$ cat src/rtl/ckcb_pkg.sv
`default_nettype none
package ckcb_pkg;

  localparam int MAX_DIM = 4096;
  localparam int COL_W   = $clog2(MAX_DIM);      // source column counter
  localparam int SW_W    = $clog2(MAX_DIM + 1);  // clamped source width
  localparam int DIM_W   = 13;                   // screen and blit sizes
  localparam int POS_W   = 12;                   // destination origin
  localparam int ROW_W   = 13;
  localparam int IDX_W   = 24;
  localparam int KEY_W   = 25;
  localparam logic [ROW_W-1:0] ROW_MAX = '1;

  typedef enum logic [2:0] {
    REG_SCREEN_WIDTH  = 3'd0,
    REG_SCREEN_HEIGHT = 3'd1,
    REG_DEST_X        = 3'd2,
    REG_DEST_Y        = 3'd3,
    REG_BLIT_WIDTH    = 3'd4,
    REG_BLIT_HEIGHT   = 3'd5,
    REG_SOURCE_WIDTH  = 3'd6,
    REG_COLOR_KEY     = 3'd7
  } cfg_reg_t;

  typedef struct packed {
    logic       frame_start;
    logic [7:0] red;
    logic [7:0] green;
    logic [7:0] blue;
  } pix_t;

  typedef struct packed {
    logic [IDX_W-1:0] pixel_index;
    logic [7:0]       out_red;
    logic [7:0]       out_green;
    logic [7:0]       out_blue;
  } fb_wr_t;

  // blit geometry settled from the registers
  typedef struct packed {
    logic             on_screen;
    logic [SW_W-1:0]  clip_w;
    logic [DIM_W-1:0] clip_h;
    logic [SW_W-1:0]  eff_sw;
    logic [POS_W-1:0] dest_x;
    logic [DIM_W-1:0] screen_width;
    logic [IDX_W-1:0] row_base0;
    logic             key_en;
    logic [23:0]      key;
  } geom_t;

endpackage
`default_nettype wire

$ cat src/rtl/ckcb_cfg.sv
`default_nettype none
module ckcb_cfg (
  input  wire logic                        clk,
  input  wire logic                        rst,
  input  wire logic                        cfg_valid,
  output logic                             cfg_ready,
  input  wire logic [2:0]                  cfg_index,
  input  wire logic [ckcb_pkg::KEY_W-1:0]  cfg_data,
  output ckcb_pkg::geom_t                  geom
);

  logic [ckcb_pkg::DIM_W-1:0] screen_width;
  logic [ckcb_pkg::DIM_W-1:0] screen_height;
  logic [ckcb_pkg::POS_W-1:0] dest_x;
  logic [ckcb_pkg::POS_W-1:0] dest_y;
  logic [ckcb_pkg::DIM_W-1:0] blit_width;
  logic [ckcb_pkg::DIM_W-1:0] blit_height;
  logic [ckcb_pkg::DIM_W-1:0] source_width;
  logic [ckcb_pkg::KEY_W-1:0] color_key;

  ckcb_pkg::geom_t             geom_next;
  logic [ckcb_pkg::SW_W-1:0]  eff_sw;
  logic [ckcb_pkg::SW_W-1:0]  w0;
  logic [ckcb_pkg::DIM_W:0]   x_end;
  logic [ckcb_pkg::DIM_W:0]   y_end;
  logic [ckcb_pkg::DIM_W:0]   x_room;
  logic [ckcb_pkg::DIM_W:0]   y_room;
  logic [ckcb_pkg::DIM_W+ckcb_pkg::POS_W-1:0] base_prod;

  assign cfg_ready = 1'b1;

  always_ff @(posedge clk) begin
    if (rst) begin
      screen_width  <= ckcb_pkg::DIM_W'(800);
      screen_height <= ckcb_pkg::DIM_W'(600);
      dest_x        <= '0;
      dest_y        <= '0;
      blit_width    <= '0;
      blit_height   <= '0;
      source_width  <= ckcb_pkg::DIM_W'(1);
      color_key     <= '0;
    end else if (cfg_valid) begin
      case (ckcb_pkg::cfg_reg_t'(cfg_index))
        ckcb_pkg::REG_SCREEN_WIDTH:  screen_width  <= cfg_data[ckcb_pkg::DIM_W-1:0];
        ckcb_pkg::REG_SCREEN_HEIGHT: screen_height <= cfg_data[ckcb_pkg::DIM_W-1:0];
        ckcb_pkg::REG_DEST_X:        dest_x        <= cfg_data[ckcb_pkg::POS_W-1:0];
        ckcb_pkg::REG_DEST_Y:        dest_y        <= cfg_data[ckcb_pkg::POS_W-1:0];
        ckcb_pkg::REG_BLIT_WIDTH:    blit_width    <= cfg_data[ckcb_pkg::DIM_W-1:0];
        ckcb_pkg::REG_BLIT_HEIGHT:   blit_height   <= cfg_data[ckcb_pkg::DIM_W-1:0];
        ckcb_pkg::REG_SOURCE_WIDTH:  source_width  <= cfg_data[ckcb_pkg::DIM_W-1:0];
        ckcb_pkg::REG_COLOR_KEY:     color_key     <= cfg_data;
        default: ;
      endcase
    end
  end

  always_comb begin
    // zero width reads as one, oversize as the maximum
    if (source_width == '0) begin
      eff_sw = ckcb_pkg::SW_W'(1);
    end else if (int'(source_width) > ckcb_pkg::MAX_DIM) begin
      eff_sw = ckcb_pkg::SW_W'(ckcb_pkg::MAX_DIM);
    end else begin
      eff_sw = ckcb_pkg::SW_W'(source_width);
    end

    if ((ckcb_pkg::DIM_W+1)'(blit_width) < (ckcb_pkg::DIM_W+1)'(eff_sw)) begin
      w0 = ckcb_pkg::SW_W'(blit_width);
    end else begin
      w0 = eff_sw;
    end

    x_end  = (ckcb_pkg::DIM_W+1)'(dest_x) + (ckcb_pkg::DIM_W+1)'(w0);
    y_end  = (ckcb_pkg::DIM_W+1)'(dest_y) + (ckcb_pkg::DIM_W+1)'(blit_height);
    x_room = (ckcb_pkg::DIM_W+1)'(screen_width) - (ckcb_pkg::DIM_W+1)'(dest_x);
    y_room = (ckcb_pkg::DIM_W+1)'(screen_height) - (ckcb_pkg::DIM_W+1)'(dest_y);

    geom_next.on_screen = ((ckcb_pkg::DIM_W)'(dest_x) < screen_width) &&
                          ((ckcb_pkg::DIM_W)'(dest_y) < screen_height);
    geom_next.clip_w = (x_end > (ckcb_pkg::DIM_W+1)'(screen_width)) ?
                       ckcb_pkg::SW_W'(x_room) : w0;
    geom_next.clip_h = (y_end > (ckcb_pkg::DIM_W+1)'(screen_height)) ?
                       ckcb_pkg::DIM_W'(y_room) : blit_height;
    geom_next.eff_sw       = eff_sw;
    geom_next.dest_x       = dest_x;
    geom_next.screen_width = screen_width;
    base_prod              = dest_y * screen_width;
    geom_next.row_base0    = base_prod[ckcb_pkg::IDX_W-1:0];
    geom_next.key_en       = color_key[24];
    geom_next.key          = color_key[23:0];
  end

  // registered copy; pixels are not held off while it settles after a write
  always_ff @(posedge clk) begin
    geom <= geom_next;
  end

endmodule
`default_nettype wire

$ cat src/rtl/color_keyed_clipped_blit_unit.sv
`default_nettype none
// channel | direction | handshake           | payload
// pix     | in        | pix_valid/pix_ready | ckcb_pkg::pix_t, one source pixel
// fb      | out       | fb_valid/fb_ready   | ckcb_pkg::fb_wr_t, one framebuffer write
// cfg     | in        | cfg_valid/cfg_ready | cfg_index (3 bits), cfg_data (25 bits)
//
// one source pixel per cycle unless a write waits on fb_ready low; a pixel passes
// through the input register and then the result register
// rst is synchronous and clears counters, valids and config registers to defaults
// fb_ready low stalls only a pixel that produces a write; clipped or keyed
// pixels drain past a waiting result
module color_keyed_clipped_blit_unit (
  input  wire logic                        clk,
  input  wire logic                        rst,
  input  wire logic                        pix_valid,
  output logic                             pix_ready,
  input  wire ckcb_pkg::pix_t              pix,
  output logic                             fb_valid,
  input  wire logic                        fb_ready,
  output ckcb_pkg::fb_wr_t                 fb,
  input  wire logic                        cfg_valid,
  output logic                             cfg_ready,
  input  wire logic [2:0]                  cfg_index,
  input  wire logic [ckcb_pkg::KEY_W-1:0]  cfg_data
);

  ckcb_pkg::geom_t             geom;
  logic                        s1_valid;
  ckcb_pkg::pix_t              s1;
  logic                        s1_go;
  logic                        hit;

  logic [ckcb_pkg::COL_W-1:0]  source_column;
  logic [ckcb_pkg::ROW_W-1:0]  source_row;
  logic [ckcb_pkg::IDX_W-1:0]  row_base_index;
  logic [ckcb_pkg::COL_W-1:0]  source_column_next;
  logic [ckcb_pkg::ROW_W-1:0]  source_row_next;
  logic [ckcb_pkg::IDX_W-1:0]  row_base_index_next;

  logic [ckcb_pkg::COL_W-1:0]  col;
  logic [ckcb_pkg::ROW_W-1:0]  row;
  logic [ckcb_pkg::IDX_W-1:0]  base;
  logic [ckcb_pkg::SW_W-1:0]   col_inc;
  logic [ckcb_pkg::IDX_W-1:0]  index;

  ckcb_cfg u_cfg (
    .clk       (clk),
    .rst       (rst),
    .cfg_valid (cfg_valid),
    .cfg_ready (cfg_ready),
    .cfg_index (cfg_index),
    .cfg_data  (cfg_data),
    .geom      (geom)
  );

  always_comb begin
    // a frame start restarts the counters for this very pixel
    col  = s1.frame_start ? '0 : source_column;
    row  = s1.frame_start ? '0 : source_row;
    base = s1.frame_start ? geom.row_base0 : row_base_index;

    hit = geom.on_screen &&
          (ckcb_pkg::SW_W'(col) < geom.clip_w) &&
          (row < geom.clip_h) &&
          !(geom.key_en && ({s1.red, s1.green, s1.blue} == geom.key));

    index = base + ckcb_pkg::IDX_W'(geom.dest_x) + ckcb_pkg::IDX_W'(col);

    s1_go     = s1_valid && (!hit || !fb_valid || fb_ready);
    pix_ready = !s1_valid || s1_go;

    col_inc = ckcb_pkg::SW_W'(col) + ckcb_pkg::SW_W'(1);
    source_column_next  = ckcb_pkg::COL_W'(col_inc);
    source_row_next     = row;
    row_base_index_next = base;
    if (col_inc >= geom.eff_sw) begin
      source_column_next = '0;
      if (row < ckcb_pkg::ROW_MAX) begin
        source_row_next     = row + ckcb_pkg::ROW_W'(1);
        row_base_index_next = base + ckcb_pkg::IDX_W'(geom.screen_width);
      end
    end
  end

  always_ff @(posedge clk) begin
    if (rst) begin
      s1_valid       <= 1'b0;
      source_column  <= '0;
      source_row     <= '0;
      row_base_index <= '0;
      fb_valid       <= 1'b0;
    end else begin
      if (pix_ready) begin
        s1_valid <= pix_valid;
      end
      if (s1_go) begin
        source_column  <= source_column_next;
        source_row     <= source_row_next;
        row_base_index <= row_base_index_next;
      end
      if (s1_go && hit) begin
        fb_valid <= 1'b1;
      end else if (fb_ready) begin
        fb_valid <= 1'b0;
      end
    end
  end

  always_ff @(posedge clk) begin
    if (pix_ready && pix_valid) begin
      s1 <= pix;
    end
    if (s1_go && hit) begin
      fb.pixel_index <= index;
      fb.out_red     <= s1.red;
      fb.out_green   <= s1.green;
      fb.out_blue    <= s1.blue;
    end
  end

endmodule
`default_nettype wire

$ cat config.mk
export PLATFORM = sky130hd
export DESIGN_NAME = color_keyed_clipped_blit_unit
export DESIGN_NICKNAME = d
export VERILOG_FILES = /design/src/rtl/ckcb_pkg.sv /design/src/rtl/ckcb_cfg.sv /design/src/rtl/color_keyed_clipped_blit_unit.sv
export SDC_FILE = /design/constraint.sdc
export NUM_CORES = 1
export LEC_CHECK = 0
export BUFFER_PORTS_ARGS = -buffer_cell sky130_fd_sc_hd__buf_4
export CORE_UTILIZATION = 35
export DETAILED_ROUTE_END_ITERATION = 8
export GPL_TIMING_DRIVEN = 0
export PLACE_DENSITY = 0.56
export SLEW_MARGIN = 10
export SYNTH_ARGS = -nofsm -noshare
export SYNTH_HDL_FRONTEND = slang
export SYNTH_HIERARCHICAL = 1
export SYNTH_SLANG_ARGS = --single-unit
$ cat constraint.sdc
create_clock -name clk -period 5.55 [get_ports clk]
set_input_delay 1.11 -clock clk [delete_from_list [all_inputs] [get_ports clk]]
set_output_delay 1.11 -clock clk [all_outputs]
set_load 0.03 [all_outputs]
* Yosys cells after proc, flatten, opt, wreduce, memory -nomap -nowiden
Cells that the tools add are included.
** Storage, ports and cells
- Bits in registers :: 352
- Input bits :: 58
- Output and inout bits :: 51
- Word-level logic and storage cells :: 99
** Operators by class
- Reductions and logical operators :: 26
- Multipliers :: 1
- Equality and inequality tests :: 8
- Order comparisons :: 10
- Multiplexer cells :: 15
- $add $sub $neg :: 9
** Operators with widths (count)
- 13-bit two-way mux :: 8
- 24-bit two-way mux :: 3
- 24-bit by 12-bit adder with 24-bit output :: 2
- 12-bit by 13-bit less-than comparator with 1-bit output :: 3
- 12-bit by 13-bit adder with 14-bit output :: 2
- 14-bit by 13-bit greater-than comparator with 1-bit output :: 2
- 13-bit less-than comparator :: 2
- 13-bit by 12-bit subtractor with 13-bit output :: 2
- 24-bit by 13-bit adder with 24-bit output :: 1
- 24-bit == test :: 1
- 12-bit by 13-bit multiplier with 24-bit output :: 1
- 12-bit two-way mux :: 2
- 2-bit AND reduction :: 8
- 12-bit by 1-bit adder with 13-bit output, second input constant :: 1
- 13-bit by 1-bit adder with 13-bit output, second input constant :: 1
- 13-bit greater-or-equal comparator :: 1
- 13-bit greater-than comparator, second input constant :: 1
- 13-bit logical NOT :: 1
- 13-bit less-than comparator, second input constant :: 1
- 3-bit == test, second input constant :: 4
- 1-bit logical AND :: 8
- 3-bit by 2-bit == test with 1-bit output, second input constant :: 2
- 1-bit logical NOT :: 4
- 3-bit by 1-bit == test with 1-bit output, second input constant :: 1
- other kinds (4) :: 7

* Logic depth before layout (Yosys ltp)
- Depth after elaboration :: 11
- Depth in mapped cells :: 28
- Depth with buffers taken out :: 26

* Modules after synthesis
Netlist, hierarchy kept.
** By module, submodules not included
- ckcb_cfg :: cells an instance 1716, area an instance 14854.2 µm², seq. area each 4564.4 µm², times used 1
- color_keyed_clipped_blit_unit :: cells an instance 829, area an instance 8075.2 µm², seq. area each 3213.1 µm², times used 1

* Worst setup path after synthesis
No wires, ideal clock.
- Kind :: reg2reg
- Start :: register s1[24] (netlist bit)
- End :: register fb[0] (netlist bit) (enable)
- Setup slack :: 0.030 ns
- Stages on the path, launching flop included :: 16
- Arrival time :: 5.066 ns
- Period minus slack after synthesis :: 5.520 ns
- Library setup time :: 0.454 ns
- Data required time :: 5.096 ns
- Path through :: edfxtp_1 buf_6 buf_4 buf_2 buf_1 buf_1 clkbuf_1 nor2b_1 ha_1 nand4_1 nand3b_1 a211o_1 a211oi_1 and3_4 nand2_1 nor2_1
** On the way
- Longest elaborated chain between the ends :: 10
- Elaborated cells between the ends (all ways) :: 12
- Classes of those cells :: order compare (2); mux (2); reduce/logical (8)
** Ends and longest elaborated chain
- from (decl) :: RTL line color_keyed_clipped_blit_unit.sv:29 : ckcb_pkg::pix_t s1;
- from (signal assigned) :: RTL line color_keyed_clipped_blit_unit.sv:111 : s1 <= pix;
- 12-bit two-way mux :: RTL line color_keyed_clipped_blit_unit.sv:58 : col = s1.frame_start ? '0 : source_column;
- 12-bit by 13-bit less-than comparator with 1-bit output :: RTL line color_keyed_clipped_blit_unit.sv:63 : (ckcb_pkg::SW_W'(col) < geom.clip_w) &&
- 1-bit logical AND :: RTL line color_keyed_clipped_blit_unit.sv:62 : hit = geom.on_screen &&
- 1-bit logical AND (*) :: RTL line color_keyed_clipped_blit_unit.sv:63
- 1-bit logical AND (*) :: RTL line color_keyed_clipped_blit_unit.sv:64 : (row < geom.clip_h) &&
- 1-bit logical NOT :: RTL line color_keyed_clipped_blit_unit.sv:69 : s1_go = s1_valid && (!hit || !fb_valid || fb_ready);
- 1-bit logical OR (2 in series) :: RTL line color_keyed_clipped_blit_unit.sv:69
- 1-bit logical AND :: RTL line color_keyed_clipped_blit_unit.sv:69
- 1-bit logical AND (*) :: RTL line color_keyed_clipped_blit_unit.sv:113 : if (s1_go && hit) begin
- to (decl) :: RTL line color_keyed_clipped_blit_unit.sv:20 : output ckcb_pkg::fb_wr_t fb,
Mark *: on every way between the ends. The rest lies on a longest branch, timed or not.
A chain may end at the register's enable or synchronous reset.

==> impl_metrics.tcl <==
set metrics [dict create \
    run_status "complete, no violations" \
    antenna_found_initial 2 \
    drc 0 \
    grt_max_degree 29 \
    viasPerCell 5.18 \
    post-route-period-util 0.990 \
    rsz0062_at_grt "true" \
    grt_pass1_vias 18500 \
    switching_share 0.277 \
    cts-buffers-inserted 41 \
    rows 93 \
    cts_tree "done" \
    synth-edff-count 73 \
    period_needed_ns 5.49 \
    cap_violations 0 \
    drt-pass1-iter-count 5 \
    synth-simple-area-share 0.165 \
    min_from "u_cfg/color_key[10]" \
    port_buffers 92 \
    worstPathMaxFanout 6 \
    synth_adder_area_share 0.223 \
    area_growth_pct 17.1 \
    synth_ff_type "dfxtp_1" \
    h-tree-depth 2 \
    path_class "flip-flop to flip-flop" \
    fin_cells 3589 \
    seqPwrFrac 0.428 \
    synth.distinct_cells 85 \
    core_area_sq_um 64600 \
    fin_skew_ns 0.0394 \
    clk_latency_ns 0.59 \
    syn_area_sq_um 22900 \
    syn_inst 2545 \
    netlist.top_cell.by_area "dfxtp_1" \
    io_pins 109 \
    vias 18600 \
    ctsLongestPathBuffers 3 \
    ys_warn_count 6 \
    cp-end-kind "flip-flop" \
    synth_nets 2937 \
    grt_usage 0.211 \
    dp_cells 3494 \
    hold_violations 0 \
    synth-seq-cells 352 \
    crit_buf_inv 6 \
    synth_top_family_by_area "adder cells" \
    worstHoldPathType "flip-flop to flip-flop" \
    yosys-top-cells-area "dfxtp_1 24%, ha_1 12%, fa_1 11%" \
    finalPower_mw 6.54 \
    max_freq_mhz 182 \
    place.gp.congestion 0.940 \
    drtIter0Drc 1202 \
    p_comb_frac 0.145 \
    wl_per_cell_microns 19.7 \
    drv_slew 0 \
    power_leakage_nw 11.4 \
    switching_power_mw 1.81 \
    cts.hold.buffers_added 0 \
    r2r-start "u_cfg/source_width[12]" \
    ant_nets 0 \
    grt_pass1_wl_microns 108000 \
    die_w_microns 258 \
    clock_sinks 352 \
    die_area_sq_um 66500 \
    clk_pin_slew_ns 0.06 \
    power_density_nw_per_um2 244 \
    drt_wl_total_microns 70700 \
    syn_avg_cell_area_sq_um 9.01 \
    start_util 0.355 \
    worst_ep_arrival_time_ns 5.95 \
    synthXorXnorAreaFrac 0.0466 \
    root_buffer "clkbuf_16" \
    slowest_delay_ns 0.39 \
    clkPwrFrac 0.428 \
    die_y_microns 258 \
    fill_cells 6324 \
    grt.overflow.total 0 \
    intPower_mw 4.73 \
    diodes 0 \
    synth-compound-area-share 0.128 \
    tightest_slew_ns 0.891 \
    cp.required_ns 6.01 \
    ys_async_sr_fraction 0 \
    slew_headroom 0.402 \
    crit_path_start "u_cfg/source_width[12]" \
    cpMaxStageDelayCell "dfxtp_4" \
    ir_drop_v 0.000250 \
    critPathLaunchType "flip-flop" \
    nets 3093 \
    synth_top_area_frac 0.244 \
    place_hpwl_microns 55500 \
    layout-drive-gt1-share 0.136 \
    setup_viol 0 \
    cp_top_family "compound AO/OA/AOI/OAI gates" \
    synth_mux_area_frac 0.0337 \
    synth-seq-area-share 0.339 \
]
through the flow:
| step | area [sq um] | setup slack (ns) | TNS, ns | util | hold WS, ns |
|---|---|---|---|---|---|
| finish | 26900 | 0.0557 | 0 | 0.416 | 0.349 |
| global route | 26900 | -0.136 | -0.744 | 0.416 | 0.357 |
| CTS | 26400 | 0.00297 | 0 | 0.409 | 0.353 |
| detailed placement | 24800 | -1.12 | -49.56 | 0.383 | 0.340 |
| global placement | 24700 | -2.45 | -199.42 | 0.382 | 0.335 |
| floorplan | 22900 | 0.0303 | 0 | - | 0.329 |
state kept, by name, summed over array words and instances, names as in the netlist, 24 cells and up:
signal	count
u_cfg/geom	114
u_cfg/color_key	25
s1	25
row_base_index	24
fb	48
power groups by stage:
stage | Combinational (mW) | Clock (mW) | Sequential, mW
floorplan | 0.534 | 0 | 2.89
global placement | 0.865 | 0 | 2.86
detailed placement | 0.886 | 0 | 2.85
global route | 1.02 | 2.96 | 2.81
finish | 0.947 | 2.80 | 2.80
CTS | 0.910 | 2.86 | 2.80
path summary, 6_finish.rpt:
path	end	slack, ns	depth (start not counted)
max	u_cfg/geom[110]	0.06	27
max reg2reg	u_cfg/geom[110]	0.06	27
min reg2reg	u_cfg/geom[10]	0.35	0
min	u_cfg/geom[10]	0.35	0
worst reg2reg max path, stage by stage (launching register included):
cell       delay (ns)
dfxtp_4          0.39
buf_12           0.16
nor2b_4          0.14
inv_2            0.06
ha_4             0.21
a211o_1          0.26
a221oi_2         0.26
o21a_1           0.22
nand3_4          0.12
clkbuf_16        0.18
buf_4            0.13
mux2_2           0.32
ha_4             0.25
o21a_1           0.23
o21ai_1          0.14
nand2b_1         0.07
a21o_1           0.19
a21boi_1         0.14
xnor2_1          0.16
ha_1             0.35
a211o_1          0.27
a21oi_1          0.12
o21ai_1          0.09
o21ai_2          0.23
o21ai_2          0.10
buf_6            0.15
buf_6            0.13
mux2_4           0.29
per-layer routing:
metal  up-vias  GRT usage  share of wire
li1       8919          -              -
met1      9059      0.276           0.44
met2       490      0.348           0.47
met3       126     0.0312          0.051
met4         0     0.0823          0.037
met5         -          0              0
final cells by class:
cell class                 count  area [sq um]  area share
clock buffer                  54          1110      0.0415
timing repair buffer         116           935      0.0348
clock inverter                22           284      0.0106
tap                          855          1070      0.0398
buffer                       102           584      0.0218
multi-input combinational   1822         14000       0.523
inverter                     266          1010      0.0376
sequential                   352          7820       0.291
timing repair:
| item | in CTS | in global routing |
|---|---|---|
| pin swaps | 7 | 26 |
| resized for setup | 87 | 89 |
| cloned | 0 | 2 |
| setup buffers | 8 | 12 |
| endpoints found under the setup margin | 112 | 27 |
cell usage in the layout (no fill, tap or decap), drive strengths merged, types with 34 or more instances in the layout:
cell,count
a21oi,211
buf,149
clkbuf,123
dfxtp,279
edfxtp,73
fa,123
ha,211
inv,265
mux2,46
nand2,404
nand3,57
nor2,149
nor2b,46
nor3,34
o21ai,64
xnor2,94
cells by family after synthesis:
kind of cell,Yosys count
compound gates,467
xor+xnor,122
fa+ha+maj,334
buf+inv,371
flops,352
mux,68
other cells,1
simple gates,830
Yosys cell counts, types with 30 or more instances:
master / instances
nor3_1: 34
fa_1: 123
nor2_1: 149
clkbuf_1: 70
xnor2_1: 94
nor2b_1: 45
mux2_2: 36
dfxtp_1: 279
nand2_1: 404
o21ai_0: 59
ha_1: 211
inv_1: 264
a21oi_1: 211
edfxtp_1: 73
nand4_1: 30
nand3_1: 57
No activity file was read; power rests on OpenSTA's default activity.
